## config.mk

```make
export PLATFORM = sky130hd
export DESIGN_NAME = ssm_queue
export DESIGN_NICKNAME = d
export VERILOG_FILES = /design/src/hw/rtl/ssm_pkg.sv /design/src/hw/rtl/ssm_queue.sv
export SDC_FILE = /design/constraint.sdc
export NUM_CORES = 1
export LEC_CHECK = 0
export BUFFER_PORTS_ARGS = -buffer_cell sky130_fd_sc_hd__buf_2
export CORE_ASPECT_RATIO = 1.2
export CORE_MARGIN = 3
export CORE_UTILIZATION = 56
export DETAILED_ROUTE_END_ITERATION = 10
export PLACE_DENSITY = 0.84
export SYNTH_ARGS = -nofsm -noshare
export SYNTH_HDL_FRONTEND = slang
export SYNTH_SLANG_ARGS = --single-unit
```

## constraint.sdc

```tcl
create_clock -name clk -period 6.75 [get_ports clk]
set_clock_uncertainty 0.05 [all_clocks]
set_input_delay 1.35 -clock clk [delete_from_list [all_inputs] [get_ports clk]]
set_output_delay 1.35 -clock clk [all_outputs]
set_load 0.005 [all_outputs]
```

## src/hw/rtl/ssm_pkg.sv

```systemverilog
`default_nettype none

package ssm_pkg;

    localparam int QUEUE_DEPTH = 2;
    localparam int MAX_STEPS   = 5;
    localparam int STEP_W      = $clog2(MAX_STEPS);

    typedef struct packed {
        logic [1:0]  mode;
        logic [31:0] seconds_count;
        logic [31:0] stopwatch_millis;
    } tick_t;

    typedef struct packed {
        logic [7:0] digit_strobe;
        logic [7:0] segments;
    } disp_t;

    typedef enum logic [1:0] {
        MODE_CLOCK     = 2'd0,
        MODE_RING      = 2'd1,
        MODE_STOPWATCH = 2'd2,
        MODE_NONE      = 2'd3
    } mode_t;

    typedef enum logic [3:0] {
        DIG_SEC_ONES,
        DIG_SEC_TENS,
        DIG_MIN_ONES,
        DIG_MIN_TENS,
        DIG_MS_TENS,
        DIG_MS_HUNDREDS,
        DIG_MS_THOUSANDS,
        DIG_MS_TEN_THOUSANDS,
        DIG_RING_LOW,
        DIG_RING_HIGH
    } digit_sel_t;

    typedef struct packed {
        digit_sel_t  sel;
        logic [31:0] operand;
        logic [7:0]  strobe;
    } job_t;

    typedef struct packed {
        logic full;
        logic empty;
    } queue_status_t;

    typedef enum logic [1:0] {
        BK_IDLE,
        BK_RUN,
        BK_DONE
    } back_state_t;

    function automatic logic [STEP_W-1:0] last_step_of(input digit_sel_t sel);
        logic [STEP_W-1:0] n;
        unique case (sel)
            DIG_SEC_ONES:         n = STEP_W'(0);
            DIG_SEC_TENS:         n = STEP_W'(1);
            DIG_MIN_ONES:         n = STEP_W'(2);
            DIG_MIN_TENS:         n = STEP_W'(3);
            DIG_MS_TENS:          n = STEP_W'(1);
            DIG_MS_HUNDREDS:      n = STEP_W'(2);
            DIG_MS_THOUSANDS:     n = STEP_W'(3);
            DIG_MS_TEN_THOUSANDS: n = STEP_W'(4);
            default:              n = STEP_W'(0);
        endcase
        return n;
    endfunction

    function automatic logic divides_by_six(input digit_sel_t sel,
                                            input logic [STEP_W-1:0] step);
        logic six;
        unique case (sel)
            DIG_SEC_TENS,
            DIG_MIN_ONES:         six = (step == STEP_W'(1));
            DIG_MIN_TENS:         six = (step == STEP_W'(1)) || (step == STEP_W'(3));
            DIG_MS_TEN_THOUSANDS: six = (step == STEP_W'(4));
            default:              six = 1'b0;
        endcase
        return six;
    endfunction

    function automatic logic [7:0] font_of(input logic [3:0] digit);
        logic [7:0] f;
        unique case (digit)
            4'd0:    f = 8'hc0;
            4'd1:    f = 8'hf9;
            4'd2:    f = 8'ha4;
            4'd3:    f = 8'hb0;
            4'd4:    f = 8'h99;
            4'd5:    f = 8'h92;
            4'd6:    f = 8'h82;
            4'd7:    f = 8'hd8;
            4'd8:    f = 8'h80;
            4'd9:    f = 8'h98;
            default: f = 8'hff;
        endcase
        return f;
    endfunction

    function automatic logic [7:0] ring_low_of(input logic [2:0] idx);
        logic [7:0] f;
        unique case (idx)
            3'd0:    f = 8'hff;
            3'd1:    f = 8'hfe;
            3'd2:    f = 8'hfd;
            3'd3:    f = 8'hfb;
            3'd4:    f = 8'hf7;
            default: f = 8'hff;
        endcase
        return f;
    endfunction

    function automatic logic [7:0] ring_high_of(input logic [2:0] idx);
        logic [7:0] f;
        unique case (idx)
            3'd0:    f = 8'hfe;
            3'd5:    f = 8'hf7;
            3'd6:    f = 8'hef;
            3'd7:    f = 8'hdf;
            default: f = 8'hff;
        endcase
        return f;
    endfunction

endpackage

`default_nettype wire

```

## src/hw/rtl/ssm_queue.sv

```systemverilog
`default_nettype none

module ssm_queue #(
    parameter int DEPTH = ssm_pkg::QUEUE_DEPTH
) (
    input  wire logic                   clk,
    input  wire logic                   rst_n,
    input  wire logic                   push,
    input  wire ssm_pkg::job_t          push_data,
    input  wire logic                   pop,
    output ssm_pkg::job_t               pop_data,
    output ssm_pkg::queue_status_t      q_status
);
    import ssm_pkg::*;

    localparam int PTR_W = (DEPTH > 1) ? $clog2(DEPTH) : 1;
    localparam int CNT_W = $clog2(DEPTH + 1);

    job_t             mem [DEPTH];
    logic [PTR_W-1:0] wr_ptr_reg;
    logic [PTR_W-1:0] rd_ptr_reg;
    logic [CNT_W-1:0] count_reg;

    function automatic logic [PTR_W-1:0] bump(input logic [PTR_W-1:0] p);
        return (p == PTR_W'(DEPTH - 1)) ? '0 : p + PTR_W'(1);
    endfunction

    assign q_status.full  = (count_reg == CNT_W'(DEPTH));
    assign q_status.empty = (count_reg == '0);
    assign pop_data       = mem[rd_ptr_reg];

    always_ff @(posedge clk)
    begin
        if (push)
        begin
            mem[wr_ptr_reg] <= push_data;
        end
    end

    always_ff @(posedge clk or negedge rst_n)
    begin
        if (!rst_n)
        begin
            wr_ptr_reg <= '0;
            rd_ptr_reg <= '0;
            count_reg  <= '0;
        end
        else
        begin
            if (push)
            begin
                wr_ptr_reg <= bump(wr_ptr_reg);
            end
            if (pop)
            begin
                rd_ptr_reg <= bump(rd_ptr_reg);
            end
            if (push && !pop)
            begin
                count_reg <= count_reg + CNT_W'(1);
            end
            else if (pop && !push)
            begin
                count_reg <= count_reg - CNT_W'(1);
            end
        end
    end

endmodule

`default_nettype wire

```

* After elaboration in Yosys (flattened, before gate mapping)
Memories as Yosys holds them, arrays and structs flattened. Index checks and enable logic that the tools add are counted.
Word-level totals: memories kept 1, memory bits (writable) 88, output and inout port bits 46, input port bits 48, register bits after elaboration 4, word-level logic and storage cells 21
Cells by class: equality and inequality tests 1, multiplexer cells 6, reduce and logical (&&, ||, !) cells 6, add/subtract/negate cells 4
Memory list:
- mem | words 2, bits a word 44, read ports 1, clocked after Yosys merged registers in 0, wr ports 1, RTL line ssm_queue.sv:19 | job_t mem [DEPTH];
Operator list (count):
- 2-to-1 mux 1 bit | 4
- 2-to-1 mux 2 bit | 2
- adder 1 bit, second input constant | 2
- adder 2 x 1 -> 2 bit, second input constant | 1
- == test 2 bit, second input constant | 1
- logical AND 1 bit | 2
- zero test 1 bit | 2
- zero test 2 bit | 1
- nonzero test 2 bit | 1
- subtractor 2 x 1 -> 2 bit, second input constant | 1

* Depth between registers and ports, before layout
word-level depth 4, mapped depth 5, gate-level depth less buffers 5

* Worst setup path before layout
OpenSTA, ideal clock, no wires.
path type input-to-reg, from input port push, to memory mem[0][0] in the netlist's numbering, enable pin, slack 2.939 ns, data required time 6.249 ns, path buffers 0, stages 1, arrival time 3.310 ns, cells stage by stage nor2b_1
Between the ends: word-level cells in the longest chain between the ends 2
Ends and longest elaborated chain:
- start: declaration | RTL line ssm_queue.sv:8 | input wire logic push,
- 2-to-1 mux 1 bit | RTL line ssm_queue.sv:34 | if (push)
- 2-to-1 mux 1 bit (not written as such) | RTL line ssm_queue.sv:36 | mem[wr_ptr_reg] <= push_data;
- end: declaration | RTL line ssm_queue.sv:19
No other way between the ends.

==> results.md <==
* Port Buffers at 93
* Sequential Area at 2740 µm²
* RSZ-0062 raised after global routing: false
* GP Congestion at 0.699
* M1 WL at 2010 µm
* PwrDens at 392 nW/µm²
* Clock transition at path regs at 80 ps
* Worst R2R Start: wr_ptr_reg
* DP Area at 4060 µm²
* Hpwl dp at 3510 µm
* Post_cts resized at 0
* Worst setup path category: reg2out
* Die H at 93.4 µm
* Slew headroom at 31.4%
* Data required, critical path at 5350 ps
* Synth warnings at 0
* Max-cap check violation count at 0
* Met3 wire len at 299 µm
* Worst hold path type: reg2reg
* Met2 routed wirelength at 2640 µm
* Synthesized cell area at 3560 µm²
* Crit Path Max Fanout at 27
* Setup Fix Bufs, Post-CTS at 0
* Detailed Route Iter0 Violations at 51
* Mapped Avg Cell Area at 23.3 µm²
* CP Launch Type: flip-flop
* WL/cell at 14.8 µm
* Worst hold stages at 1
* Minimum clock period at 3520 ps
* Design area at 4270 µm²
* Largest net degree at the start of global routing at 45
* First-pass GRT wire length at 7880 µm
* HP Start: count_reg[1]
* Max VDD drop at 0.000222 V
* Max frequency at 284 MHz
* Endpoint, Worst Hold: count_reg[1]
* Total routed wirelength at 5050 µm
* Htree depth at 3
* Total core area at 6090 µm²
* Post-route clock period utilization at 52.2%
* Clock Tree Buf Depth at 2
* DR pass1 iterations at 4
* Global route overflow at 0
* Overall routing resource usage at 14.7%
* R2R setup slack at 5000 ps
* TritonCTS Buffers at 9
* CTS root buf: clkbuf_8
* Synth cell types at 13
* Vias per cell at 4.84
* TritonCTS clock tree: yes
* Inserted Diodes at 0
* # setup viols final at 0
* Nets at 303
* Die area at 7360 µm²
* Share of cells above drive strength 1 at 59.8%
* Filler cell count at 391
* Multi-input gate area at 733 µm²
* Path depth of the worst reg2reg path at 1
* Fin. Hold Viols at 0
* Syn_nets at 202
* Post-route DRC at 0
* Reg2reg end: mem[1][29]
* Status: finished, final reports clean
* Max Used Layer: met5
* Detail Route Antenna Nets at 0
* Max FFs per register at 88
* Io pins at 94
* Pleak at 1.74 nW
* Die X at 78.8 µm
* Clock Latency Late Sink at 340 ps
* Layout area overhead at 20.0%
* Number of global-route vias before repair at 1657
* Clock sink count at 92
* Sequential fraction of the synthesis area at 77.0%
* Vias at 1649
* Starting Density at 58.5%
* Final Total Pwr at 1.68 mW
* Initial antenna violation count at 1
* CP Capture Type: primary output
* Mapped Cells at 153
* Max-slew violation count at 0
* CP arrival at 2120 ps
* Site Rows at 31
* # hold bufs at CTS at 0
* #FFs+latches synth at 92
* Worst slew pin tran at 1030 ps
* Setup TNS at 0 ps
area by class of cell:
type	instances	area share, %
inverter	1	0.0878
clock inverter	4	1.73
multi-input combinational	55	17.2
sequential	92	64.2
timing repair buffer	95	11.2
tap	82	2.40
clock buffer	12	3.16
per-stage QoR:
step,worst slack (ps),cells,util [%],hold slack [ps]
final,3230,341,70.2,458
after global routing,3110,341,70.2,487
after CTS,3190,341,70.2,461
after detailed placement,3570,325,66.7,449
after global placement,3600,325,66.7,429
after floorplan,2940,153,-,405
worst max path at each step:
stage	endpoint	from	depth (start not counted)
floorplan	mem[0][0]	push	1
global placement	pop_data[24]	rd_ptr_reg	3
detailed placement	pop_data[24]	rd_ptr_reg	3
CTS	pop_data[24]	rd_ptr_reg	3
global route	pop_data[23]	rd_ptr_reg	3
finish	pop_data[23]	rd_ptr_reg	3
cell usage in the layout (no fill, tap or decap):
cell type,n
buf_2,93
edfxtp_1,88
mux2_4,39
clkbuf_8,9
mux2_2,5
xor2_1,4
clkbuf_1,3
dfrtp_1,3
nor2_1,2
bufinv_16,2
buf_4,2
inv_1,1
and2_2,1
nor2b_1,1
nor2b_4,1
xnor2_1,1
ha_1,1
clkinv_4,1
clkinv_2,1
dfrtp_2,1
Yosys cell counts:
library cell,number,share of area [%]
dfrtp_1,4,2.8
ha_1,1,0.35
mux2_4,39,16
nor2_1,2,0.21
nor2b_1,2,0.35
xnor2_1,1,0.25
xor2_1,4,0.98
and2_1,1,0.18
mux2_2,5,1.6
buf_12,4,2.2
buf_6,1,0.32
edfxtp_1,88,74
inv_1,1,0.11
critical path, cell delays in order (launching register included):
cell     delay [ps]
dfrtp_2         730
buf_4           520
mux2_2          400
buf_2           130
kinds of logic after synthesis:
family                     Yosys count  share of synthesized area, %
xor gates and xnor gates             5                          1.23
adders and majority gates            1                         0.351
DFF                                 92                          77.0
buffers and inverters                6                          2.67
and+or+nand+nor                      5                         0.738
muxes                               44                          18.0
per-layer routing:
| metal | up-vias | global-route usage (%) |
|---|---|---|
| li1 | 797 | - |
| met1 | 785 | 17.3 |
| met2 | 56 | 24.2 |
| met3 | 9 | 4.34 |
| met4 | 2 | 7.87 |
| met5 | - | 0 |
where the power goes:
group | switching (mW) | internal (mW)
combinational | 0.197 | 0.282
sequential | 0.0608 | 0.760
clock | 0.166 | 0.209
total | 0.424 | 1.25
Power figures use the tool's default switching activity.
