$ cat src/hw/rtl/ssm_pkg.sv
`default_nettype none

package ssm_pkg;

    localparam int QUEUE_DEPTH = 2;
    localparam int MAX_STEPS   = 5;
    localparam int STEP_W      = $clog2(MAX_STEPS);

    typedef struct packed {
        logic [1:0]  mode;
        logic [31:0] seconds_count;
        logic [31:0] stopwatch_millis;
    } tick_t;

    typedef struct packed {
        logic [7:0] digit_strobe;
        logic [7:0] segments;
    } disp_t;

    typedef enum logic [1:0] {
        MODE_CLOCK     = 2'd0,
        MODE_RING      = 2'd1,
        MODE_STOPWATCH = 2'd2,
        MODE_NONE      = 2'd3
    } mode_t;

    typedef enum logic [3:0] {
        DIG_SEC_ONES,
        DIG_SEC_TENS,
        DIG_MIN_ONES,
        DIG_MIN_TENS,
        DIG_MS_TENS,
        DIG_MS_HUNDREDS,
        DIG_MS_THOUSANDS,
        DIG_MS_TEN_THOUSANDS,
        DIG_RING_LOW,
        DIG_RING_HIGH
    } digit_sel_t;

    typedef struct packed {
        digit_sel_t  sel;
        logic [31:0] operand;
        logic [7:0]  strobe;
    } job_t;

    typedef struct packed {
        logic full;
        logic empty;
    } queue_status_t;

    typedef enum logic [1:0] {
        BK_IDLE,
        BK_RUN,
        BK_DONE
    } back_state_t;

    function automatic logic [STEP_W-1:0] last_step_of(input digit_sel_t sel);
        logic [STEP_W-1:0] n;
        unique case (sel)
            DIG_SEC_ONES:         n = STEP_W'(0);
            DIG_SEC_TENS:         n = STEP_W'(1);
            DIG_MIN_ONES:         n = STEP_W'(2);
            DIG_MIN_TENS:         n = STEP_W'(3);
            DIG_MS_TENS:          n = STEP_W'(1);
            DIG_MS_HUNDREDS:      n = STEP_W'(2);
            DIG_MS_THOUSANDS:     n = STEP_W'(3);
            DIG_MS_TEN_THOUSANDS: n = STEP_W'(4);
            default:              n = STEP_W'(0);
        endcase
        return n;
    endfunction

    function automatic logic divides_by_six(input digit_sel_t sel,
                                            input logic [STEP_W-1:0] step);
        logic six;
        unique case (sel)
            DIG_SEC_TENS,
            DIG_MIN_ONES:         six = (step == STEP_W'(1));
            DIG_MIN_TENS:         six = (step == STEP_W'(1)) || (step == STEP_W'(3));
            DIG_MS_TEN_THOUSANDS: six = (step == STEP_W'(4));
            default:              six = 1'b0;
        endcase
        return six;
    endfunction

    function automatic logic [7:0] font_of(input logic [3:0] digit);
        logic [7:0] f;
        unique case (digit)
            4'd0:    f = 8'hc0;
            4'd1:    f = 8'hf9;
            4'd2:    f = 8'ha4;
            4'd3:    f = 8'hb0;
            4'd4:    f = 8'h99;
            4'd5:    f = 8'h92;
            4'd6:    f = 8'h82;
            4'd7:    f = 8'hd8;
            4'd8:    f = 8'h80;
            4'd9:    f = 8'h98;
            default: f = 8'hff;
        endcase
        return f;
    endfunction

    function automatic logic [7:0] ring_low_of(input logic [2:0] idx);
        logic [7:0] f;
        unique case (idx)
            3'd0:    f = 8'hff;
            3'd1:    f = 8'hfe;
            3'd2:    f = 8'hfd;
            3'd3:    f = 8'hfb;
            3'd4:    f = 8'hf7;
            default: f = 8'hff;
        endcase
        return f;
    endfunction

    function automatic logic [7:0] ring_high_of(input logic [2:0] idx);
        logic [7:0] f;
        unique case (idx)
            3'd0:    f = 8'hfe;
            3'd5:    f = 8'hf7;
            3'd6:    f = 8'hef;
            3'd7:    f = 8'hdf;
            default: f = 8'hff;
        endcase
        return f;
    endfunction

endpackage

`default_nettype wire

$ cat src/hw/rtl/ssm_front.sv
`default_nettype none

module ssm_front (
    input  wire logic                   clk,
    input  wire logic                   rst_n,
    input  wire logic                   tick_valid,
    output logic                        tick_stall,
    input  wire ssm_pkg::tick_t         tick_data,
    input  wire ssm_pkg::queue_status_t q_status,
    output logic                        push,
    output ssm_pkg::job_t               push_data
);
    import ssm_pkg::*;

    logic [1:0] scan_reg [3];
    logic [1:0] pos;
    logic       accept;
    mode_t      mode;

    assign mode       = mode_t'(tick_data.mode);
    assign tick_stall = q_status.full;
    assign accept     = tick_valid && !q_status.full;

    always_comb
    begin
        unique case (mode)
            MODE_CLOCK:     pos = scan_reg[0];
            MODE_RING:      pos = scan_reg[1];
            MODE_STOPWATCH: pos = scan_reg[2];
            default:        pos = 2'd0;
        endcase

        push              = accept && (mode != MODE_NONE);
        push_data.strobe  = 8'h80 >> pos;
        push_data.operand = (mode == MODE_STOPWATCH) ? tick_data.stopwatch_millis
                                                     : tick_data.seconds_count;

        if (mode == MODE_STOPWATCH)
        begin
            unique case (pos)
                2'd0:    push_data.sel = DIG_MS_TENS;
                2'd1:    push_data.sel = DIG_MS_HUNDREDS;
                2'd2:    push_data.sel = DIG_MS_THOUSANDS;
                default: push_data.sel = DIG_MS_TEN_THOUSANDS;
            endcase
        end
        else
        begin
            unique case (pos)
                2'd0:    push_data.sel = DIG_SEC_ONES;
                2'd1:    push_data.sel = DIG_SEC_TENS;
                2'd2:    push_data.sel = (mode == MODE_RING) ? DIG_RING_LOW : DIG_MIN_ONES;
                default: push_data.sel = (mode == MODE_RING) ? DIG_RING_HIGH : DIG_MIN_TENS;
            endcase
        end
    end

    always_ff @(posedge clk or negedge rst_n)
    begin
        if (!rst_n)
        begin
            scan_reg[0] <= 2'd0;
            scan_reg[1] <= 2'd0;
            scan_reg[2] <= 2'd0;
        end
        else if (accept)
        begin
            unique case (mode)
                MODE_CLOCK:     scan_reg[0] <= scan_reg[0] + 2'd1;
                MODE_RING:      scan_reg[1] <= scan_reg[1] + 2'd1;
                MODE_STOPWATCH: scan_reg[2] <= scan_reg[2] + 2'd1;
                default:        ;
            endcase
        end
    end

endmodule

`default_nettype wire

$ cat config.mk
export PLATFORM = sky130hd
export DESIGN_NAME = ssm_front
export DESIGN_NICKNAME = d
export VERILOG_FILES = /design/src/hw/rtl/ssm_pkg.sv /design/src/hw/rtl/ssm_front.sv
export SDC_FILE = /design/constraint.sdc
export NUM_CORES = 1
export LEC_CHECK = 0
export BUFFER_PORTS_ARGS = -buffer_cell sky130_fd_sc_hd__buf_4
export CAP_MARGIN = 20
export CORE_MARGIN = 1.5
export CORE_UTILIZATION = 25
export DETAILED_ROUTE_END_ITERATION = 8
export PLACE_DENSITY_LB_ADDON = 0.1
export SLEW_MARGIN = 15
export SYNTH_ARGS = -nofsm -noshare
export SYNTH_HDL_FRONTEND = slang
export SYNTH_SLANG_ARGS = --single-unit
$ cat constraint.sdc
create_clock -name clk -period 3.18 [get_ports clk]
set_clock_uncertainty 0.15 [all_clocks]
set_input_delay 0.636 -clock clk [delete_from_list [all_inputs] [get_ports clk]]
set_output_delay 0.636 -clock clk [all_outputs]
set_load 0.05 [all_outputs]
# Yosys cells after proc, flatten, opt, wreduce, memory -nomap -nowiden
# Index checks and enable logic that the tools add are counted.
# Widths: inputs -> output; s select.
# op_classes
n_reduce_logical,8
shift,1
addsub,3
n_eq_ne,5
muxes,7
# op_table
cell,n
$mux 32,1
$mux 4,3
$pmux 2 s3,2
$pmux 4 s3,1
$shr 8x2->8 const A,1
$add 2x1->2 const B,3
$reduce_and 2->1,3
$eq 2x1->1 const B,2
$eq 2x2->1 const B,2
$logic_not 2->1,2
$logic_and 1x1->1,2
$ne 2x2->1 const B,1
$logic_not 1->1,1
# word_totals
output_inout_bits,46
in_bits,71
ff_bits,6

# Depth between registers and ports, before layout
# Gate-level depths: netlist of the first run.
# logic_depth
depth_word,5
depth_mapped,8
ltp_nobuf,5

# Worst setup path before layout of the first run
# No wires, ideal clock.
# synth_path
path_type,input to output
from,input port tick_data[65] (netlist name)
to,output port push_data[5] (netlist name)
t_required_ps,2394
stages,7
arrival_ps,2111
setup_slack_ps,283
path_buffers,2
cell_sequence,buf_4 nand2b_4 buf_6 inv_4 a2bb2oi_2 inv_1 nor2_1
# synth_lines
element,line,rtl
from (decl),ssm_front.sv:8,"input wire ssm_pkg::tick_t tick_data,"
to (decl),ssm_front.sv:11,output ssm_pkg::job_t push_data

==> results.ini, run 1 <==
[route]
drt_iter0_drc = 67
drc = 0
drt_wl_total_mm = 3.05
vias = 1191
ant_nets = 0
dr.pass1.iters = 3
wl_per_cell_um = 10.3
viasPerCell = 4.01

[floorplanning]
dieArea_um2 = 3870
dieWidth_um = 62.2
coreArea_um2 = 3360
rows = 21
fp.dieH_um = 62.2
ios = 117
start_util_pct = 26.1

[setup_path]
required_ns = 2.39
worst_setup_path_end_kind = output pin
setup.worst_path.start = tick_data[64]
worstPathArrival_ns = 1.69
crit_path_start_kind = primary input
path_class = primary input to output pin
r2r_start = scan_reg[2]$_DFFE_PN0P_
crit_fanout = 38

[clock_tree]
clk_pin_slew_ns = 0.04
htree_levels = 1
ctsResizeCount = 0
clock_path_buffers = 2
clock-root-buffer = clkbuf_4
cts_sinks = 6
tritoncts = done
cts_made_buffers = 3
worst_skew_pair.late_latency_ns = 0.24
post_cts_buffers = 0
cts_hold_buf = 0

[synthesis]
synthDistinctLibCells = 22
synth-seq-area-share_pct = 17.1
syn_area_per_cell_um2 = 5.93
ys.flop_type = dfrtp_1
synthCells = 148
ys_ff_latch = 6
async_flop_share_pct = 100
syn-cell-area_um2 = 877
synth_edf_count = 0
synth_warnings = 0

[timing]
finalCritPeriodShare_pct = 77.9
finalSetupViolCount = 0
max_freq_ghz = 0.404
setup_slack_ns = 0.704
rsz0062_at_grt = false
final_hold_viol_count = 0
slew_viol_final = 0
fin_setup_tns_ns = 0
final.min_clock_period_ns = 2.48
fin_worst_hold_slack_ns = 0.0400

[global_route]
grt_max_degree = 39
grt_antenna_before_repair = 0
grt_pass1_vias = 1036
grt_usage_pct = 14.5
overflow = 0
grt_pass1_wl_mm = 4.66

[pwr]
powerDensity_nw_per_um2 = 467
leakage_uw = 0.00101
irDropWorstVdd_v = 0.000592

[finish]
antennaDiodeCount = 0
final_common_cell = buf_4
drive_gt1_share_pct = 48.2
area_growth_pct = 91.3
final_cell_area_um2 = 1680
largest_reg_flops = 6
fillers = 362
final_core_utilization_pct = 49.9
final_cell_mix = buf_4 (112), nand2_1 (99), dfrtp_1 (6)
nets = 324

[placed_design]
dpl-instance-area_um2 = 1660
post-place-ws_ns = 0.687
gp_congestion = 0.668
io_buffers = 111
hpwl_mm = 2.36

[outcome]
status = completed

[job]
cap_violations = 0

[min_path]
hold_class = primary input to async pin

[metal layers]
layer  vias to the layer above  GRT usage, %  routed length (um)
met1                       479          15.8                1240
met4                         0          5.83                  39
met5                         -             0                   0
met3                         4          3.26                 288
met2                        62          27.0                1490
li1                        646             -                   -
[cells in the mapped netlist (2+ instances only)]
library cell | n | share of area [%]
nor2_1 | 5 | 2.1
mux2i_1 | 3 | 3.4
nor2b_1 | 2 | 1.4
xnor2_1 | 5 | 5.0
buf_4 | 6 | 5.1
nand2_1 | 99 | 42
buf_2 | 3 | 1.7
buf_6 | 5 | 6.4
a2bb2oi_2 | 2 | 3.4
dfrtp_1 | 6 | 17
[cell families after synthesis]
logic type | synth area share [%]
xor gates and xnor gates | 5.99
buffers and inverters | 16.1
and+or+nand+nor | 51.6
muxes | 3.42
DFF | 17.1
AOI/OAI and AO/OA | 5.28
other | 0.428
[power by group]
part           switching (uW)  internal [uW]
combinational             351            206
clock                    26.6           42.6
sequential               40.1            116
[stage by stage]
stage,total power [uW],instances
after floorplan,540,151
after global placement,718,294
after detailed placement,718,294
after CTS,794,297
after global routing,830,297
final,783,297
[worst max-delay path, stage by stage]
cell,delay (ns)
buf_4,0.14
nand2b_4,0.15
inv_4,0.30
a2bb2oi_2,0.13
inv_1,0.10
nor2_1,0.05
buf_4,0.19
[final cells by class]
cell class / instances / area, um2 / area share [%]
Multi-Input combinational cell: 128 / 597 / 35.6
Tap cell: 46 / 57.6 / 3.43
Timing Repair Buffer: 112 / 841 / 50.1
Inverter: 2 / 10.0 / 0.597
Sequential cell: 6 / 150 / 8.95
Clock buffer: 3 / 22.5 / 1.34
[path summary, 6_finish.rpt]
| kind | end | slack [ns] | cells past startpoint |
|---|---|---|---|
| worst max register to register | scan_reg[3]$_DFFE_PN0P_ | 2.29 | 2 |
| worst max-delay path | push_data[7] | 0.70 | 7 |
| worst min register to register | scan_reg[3]$_DFFE_PN0P_ | 0.34 | 1 |
| min in group clk | scan_reg[3]$_DFFE_PN0P_ | 0.34 | 1 |
| max in group asynchronous | scan_reg[5]$_DFFE_PN0P_ | 2.73 | 1 |
| worst min-delay path | scan_reg[3]$_DFFE_PN0P_ | 0.04 | 1 |
Note: power is estimated with default switching activity, not from simulation.
==> run 2: changes to the inputs <==
==> constraint.sdc (replaced) <==
create_clock -name clk -period 2.1 [get_ports clk]
set_clock_uncertainty 0.15 [all_clocks]
set_input_delay 0.42 -clock clk [delete_from_list [all_inputs] [get_ports clk]]
set_output_delay 0.42 -clock clk [all_outputs]
set_load 0.05 [all_outputs]
==> results.ini, run 2 (synthesis gave the netlist of run 1 again) <==
[outcome]
status = completed  ; unchanged

[placed_design]
gp_congestion = 0.692  ; was 0.668
post-place-ws_ns = 0.119  ; was 0.687 ns
dpl-instance-area_um2 = 1730  ; was 1660 um2
io_buffers = 111  ; unchanged
hpwl_mm = 2.46  ; was 2.36 mm

[clock_tree]
cts_sinks = 6  ; unchanged
htree_levels = 1  ; unchanged
cts_made_buffers = 3  ; unchanged
ctsResizeCount = 0  ; unchanged
clock-root-buffer = clkbuf_4  ; unchanged
tritoncts = done  ; unchanged
clk_pin_slew_ns = 0.04  ; about the same
worst_skew_pair.late_latency_ns = 0.24  ; about the same
clock_path_buffers = 2  ; unchanged

[floorplanning]
fp.dieH_um = 62.2  ; unchanged
dieArea_um2 = 3870  ; unchanged
dieWidth_um = 62.2  ; unchanged
rows = 21  ; unchanged
ios = 117  ; unchanged
start_util_pct = 26.1  ; unchanged
coreArea_um2 = 3360  ; unchanged

[route]
drt_iter0_drc = 39  ; was 67
ant_nets = 0  ; unchanged
viasPerCell = 4.01  ; about the same
drc = 0  ; unchanged
vias = 1215  ; was 1191
dr.pass1.iters = 2  ; was 3
wl_per_cell_um = 9.99  ; was 10.3 um
drt_wl_total_mm = 3.03  ; was 3.05 mm

[timing]
fin_worst_hold_slack_ns = 0.345  ; was 0.0400 ns
rsz0062_at_grt = false  ; unchanged
finalCritPeriodShare_pct = 94.0
finalSetupViolCount = 0  ; unchanged
setup_slack_ns = 0.126  ; was 0.704 ns
final.min_clock_period_ns = 1.97
slew_viol_final = 0  ; unchanged
final_hold_viol_count = 0  ; unchanged
max_freq_ghz = 0.507

[finish]
drive_gt1_share_pct = 53.7  ; was 48.2%
final_common_cell = buf_4  ; unchanged
fillers = 355  ; was 362
largest_reg_flops = 6  ; unchanged
final_cell_area_um2 = 1770  ; was 1680 um2
nets = 330  ; was 324
area_growth_pct = 102  ; was 91.3%
seq_area_um2 = 150  ; unchanged
antennaDiodeCount = 0  ; unchanged
multi_input_comb_area_um2 = 627  ; was 597 um2
final_cell_mix = buf_4 (116), nand2_1 (90), nand2_2 (9)  ; was buf_4 (112), nand2_1 (99), dfrtp_1 (6)

[setup_path]
critPathMaxStageDelay_ns = 0.40  ; was 0.30 ns
path_class = flip-flop to output pin  ; was primary input to output pin
worstPathArrival_ns = 1.40  ; was 1.69 ns
crit_fanout = 3  ; was 38
worst_setup_path_end_kind = output pin  ; unchanged
required_ns = 1.53  ; was 2.39 ns
cp_cell_sequence = mux2i_1, a2bb2oi_2, inv_1, nor2_2, buf_4  ; was buf_4, nand2b_4, inv_4, a2bb2oi_2, inv_1, nor2_1, buf_4
slowest_stage = dfrtp_1  ; was inv_4
crit_path_start_kind = flip-flop  ; was primary input

[global_route]
grt_max_degree = 21  ; was 39
grt_antenna_before_repair = 0  ; unchanged
grt_pass1_wl_mm = 5.24  ; was 4.66 mm
overflow = 0  ; unchanged
grt_pass1_vias = 1221  ; was 1036
grt_usage_pct = 16.0  ; was 14.5%

[pwr]
powerDensity_nw_per_um2 = 694  ; was 467 nW/um2
irDropWorstVdd_v = 0.000617  ; was 0.000592 V
leakage_uw = 0.00104  ; was 0.00101 uW

[min_path]
hold_class = flip-flop to flip-flop  ; was primary input to async pin

[job]
cap_violations = 0  ; unchanged

run 2: cell count changes in the layout (fill, tap and decap cells not counted), sizes merged:
cell / previous run / this run
buf: 112 / 117
dlygate4sd3: 0 / 1
run 2: timing repair:
item / 4_1_cts / 5_1_grt
endpoints found under the setup margin: 0 / 2
hold buffers: 1 / 0
buffers inserted: 0 / 1
endpoints found under the hold margin: 6 / 0
run 2: per-stage QoR:
| step | power (uW) | TNS, ns | cells | utilization (%) |
|---|---|---|---|---|
| 2_1_floorplan | 836 | -0.509 | 151 | - |
| 3_3_place_gp | 1110 | 0 | 298 | 51.4 |
| 3_5_place_dp | 1120 | 0 | 298 | 51.4 |
| 4_1_cts | 1230 | 0 | 302 | 52.3 |
| 5_1_grt | 1300 | 0 | 303 | 52.6 |
| 6_report | 1230 | 0 | 303 | 52.6 |
run 2: worst paths after layout:
path	start	end	slack, ns	depth (start not counted)
max in group asynchronous	rst_n	scan_reg[4]$_DFFE_PN0P_	1.32	2
worst max-delay path	scan_reg[2]$_DFFE_PN0P_	push_data[5]	0.13	5
min in group asynchronous	rst_n	scan_reg[0]$_DFFE_PN0P_	0.37	2
worst max register to register	scan_reg[0]$_DFFE_PN0P_	scan_reg[1]$_DFFE_PN0P_	1.21	2
worst min-delay path	scan_reg[5]$_DFFE_PN0P_	scan_reg[5]$_DFFE_PN0P_	0.34	1
worst min register to register	scan_reg[5]$_DFFE_PN0P_	scan_reg[5]$_DFFE_PN0P_	0.34	1
run 2: area by class of cell:
| class | instances | share of cell area [%] |
|---|---|---|
| clock buffers | 3 | 1.27 |
| multi-input cells | 128 | 35.5 |
| well taps | 46 | 3.26 |
| flip-flops and latches | 6 | 8.49 |
| repair buffers | 118 | 51.0 |
| inverters | 2 | 0.566 |
run 2: metal layers:
layer	global-route usage, %	routed length (um)	vias up
li1	-	-	658
met1	17.8	1240	494
met2	30.4	1470	57
met3	2.36	255	6
met4	5.83	55	0
met5	0	0	-
run 2: power by group:
group | switching (uW) | total [uW] | internal, uW
clock | 35.9 | 100 | 64.3
sequential | 63.3 | 239 | 175
combinational | 550 | 888 | 339
total | 649 | 1230 | 578
run 2: worst max-delay path, delay by kind of cell (launching register included):
kind	cells	cell delay [ns]
muxes	1	0.21
and+or+nand+nor	1	0.08
DFF	1	0.40
buffers and inverters	2	0.29
AOI/OAI and AO/OA	1	0.18
==> run 3: changes to the inputs <==
--- a/config.mk
+++ b/config.mk
@@ -10,7 +10,7 @@
 export CORE_MARGIN = 1.5
 export CORE_UTILIZATION = 25
 export DETAILED_ROUTE_END_ITERATION = 8
-export PLACE_DENSITY_LB_ADDON = 0.1
+export PLACE_DENSITY_LB_ADDON = 0.25
 export SLEW_MARGIN = 15
 export SYNTH_ARGS = -nofsm -noshare
 export SYNTH_HDL_FRONTEND = slang
==> results.ini, run 3 (synthesis gave the netlist of run 1 again) <==
[outcome]
status = completed  ; unchanged

[placed_design]
dp.cells = 297  ; was 298
dpl-instance-area_um2 = 1720  ; was 1730 um2
gp_congestion = 0.802  ; was 0.692
hpwl_mm = 2.70  ; was 2.46 mm
io_buffers = 111  ; unchanged

[setup_path]
crit_fanout = 3  ; unchanged
r2r-end = scan_reg[1]$_DFFE_PN0P_  ; unchanged
worstPathArrival_ns = 1.42  ; was 1.40 ns
rr_worst_depth = 2  ; unchanged
r2r_slack_ns = 1.19  ; was 1.21 ns
crit_path_start_kind = flip-flop  ; unchanged
r2r_start = scan_reg[0]$_DFFE_PN0P_  ; unchanged
required_ns = 1.53  ; about the same
path_class = flip-flop to output pin  ; unchanged
worst_setup_path_end_kind = output pin  ; unchanged

[floorplanning]
dieArea_um2 = 3870  ; unchanged
fp.dieH_um = 62.2  ; unchanged
start_util_pct = 26.1  ; unchanged
coreArea_um2 = 3360  ; unchanged
rows = 21  ; unchanged
ios = 117  ; unchanged
dieWidth_um = 62.2  ; unchanged

[route]
dr.pass1.iters = 4  ; was 2
drc = 0  ; unchanged
drt_iter0_drc = 60  ; was 39
vias = 1225  ; was 1215
drt_wl_total_mm = 3.26  ; was 3.03 mm
ant_nets = 0  ; unchanged
wl_per_cell_um = 10.8  ; was 9.99 um
viasPerCell = 4.06  ; was 4.01

[finish]
drive_gt1_share_pct = 53.5  ; was 53.7%
largest_reg_flops = 6  ; unchanged
finalNonFillerCells = 302  ; was 303
area_growth_pct = 102  ; unchanged
nets = 329  ; was 330
antennaDiodeCount = 0  ; unchanged
final_cell_mix = buf_4 (113), nand2_1 (90), nand2_2 (9)  ; was buf_4 (116), nand2_1 (90), nand2_2 (9)
final_common_cell = buf_4  ; unchanged
final_cell_area_um2 = 1770  ; unchanged

[global_route]
grt_antenna_before_repair = 0  ; unchanged
grt_max_degree = 28  ; was 21
grt_usage_pct = 16.7  ; was 16.0%
grt_pass1_vias = 1165  ; was 1221
overflow = 0  ; unchanged
grt_pass1_wl_mm = 5.38  ; was 5.24 mm

[timing]
final_hold_viol_count = 0  ; unchanged
final.min_clock_period_ns = 1.99  ; was 1.97 ns
max_freq_ghz = 0.503  ; was 0.507 GHz
slew_viol_final = 0  ; unchanged
finalCritPeriodShare_pct = 94.6  ; was 94.0%
finalSetupViolCount = 0  ; unchanged

[clock_tree]
htree_levels = 1  ; unchanged
clk_pin_slew_ns = 0.05  ; was 0.04 ns
clock_path_buffers = 2  ; unchanged
tritoncts = done  ; unchanged
cts_made_buffers = 3  ; unchanged
worst_skew_pair.late_latency_ns = 0.24  ; about the same
clock-root-buffer = clkbuf_4  ; unchanged
cts_sinks = 6  ; unchanged

[pwr]
leakage_uw = 0.00104  ; about the same
powerDensity_nw_per_um2 = 699  ; was 694 nW/um2
irDropWorstVdd_v = 0.000589  ; was 0.000617 V

[min_path]
min_to = scan_reg[4]$_DFFE_PN0P_  ; was scan_reg[5]$_DFFE_PN0P_
hold_class = primary input to flip-flop  ; was flip-flop to flip-flop
min-delay-start = q_status[1]  ; was scan_reg[5]$_DFFE_PN0P_
hold_depth = 3  ; was 1

[job]
cap_violations = 0  ; unchanged

==> run 3: stage by stage <==
step / utilization (%) / total power, uW / hold slack (ns) / worst slack (ns) / TNS (ns)
finish: 52.6 / 1240 / 0.330 / 0.113 / 0
global route: 52.6 / 1310 / 0.343 / -0.00154 / -0.00154
CTS: 52.1 / 1220 / 0.328 / 0.0577 / 0
detailed placement: 51.2 / 1110 / 0.0820 / 0.106 / 0
global placement: 51.2 / 1110 / 0.0823 / 0.124 / 0
floorplan: - / 836 / -0.0256 / -0.176 / -0.509
==> run 3: critical path: stages, from the launching register on <==
cell,delay [ns]
dfrtp_1,0.39
mux2i_1,0.19
a2bb2oi_2,0.21
inv_1,0.11
nor2_2,0.11
buf_6,0.16
==> run 3: repair_timing <==
item | in CTS | in global routing
endpoints found under the hold margin | 6 | 0
hold buffers | 1 | 0
resized for setup | 0 | 2
endpoints found under the setup margin | 0 | 2
buffers inserted | 0 | 1
==> run 3: layout make-up <==
type	instances	area, um2
Tap cell	46	57.6
Inverter	2	10.0
Fill cell	354	1600
Clock buffer	3	22.5
Sequential cell	6	150
Timing Repair Buffer	117	901
Multi-Input combinational cell	128	627
==> run 3: where the power goes <==
group / internal [uW] / switching [uW] / leakage, uW / total (uW)
clock network: 64.4 / 38.6 / 0.0000138 / 103
registers: 175 / 60.2 / 0.0000715 / 236
logic: 346 / 551 / 0.000954 / 896
==> run 3: worst max path at each step <==
stage	startpoint	to	slack, ns	depth (start not counted)
floorplan	tick_data[65]	push_data[5]	-0.18	7
detailed placement	tick_data[64]	push_data[5]	0.11	6
global placement	tick_data[64]	push_data[7]	0.12	6
global route	scan_reg[2]$_DFFE_PN0P_	push_data[5]	-0.002	5
CTS	scan_reg[2]$_DFFE_PN0P_	push_data[5]	0.06	5
finish	scan_reg[2]$_DFFE_PN0P_	push_data[5]	0.11	5
==> run 3: per-layer routing <==
layer	track usage, %	vias to the layer above	part of all wire, %
met1	19.8	502	42
li1	-	658	-
met3	3.99	4	7.1
met2	30.7	61	49
met4	3.61	0	1.5
met5	0	-	0
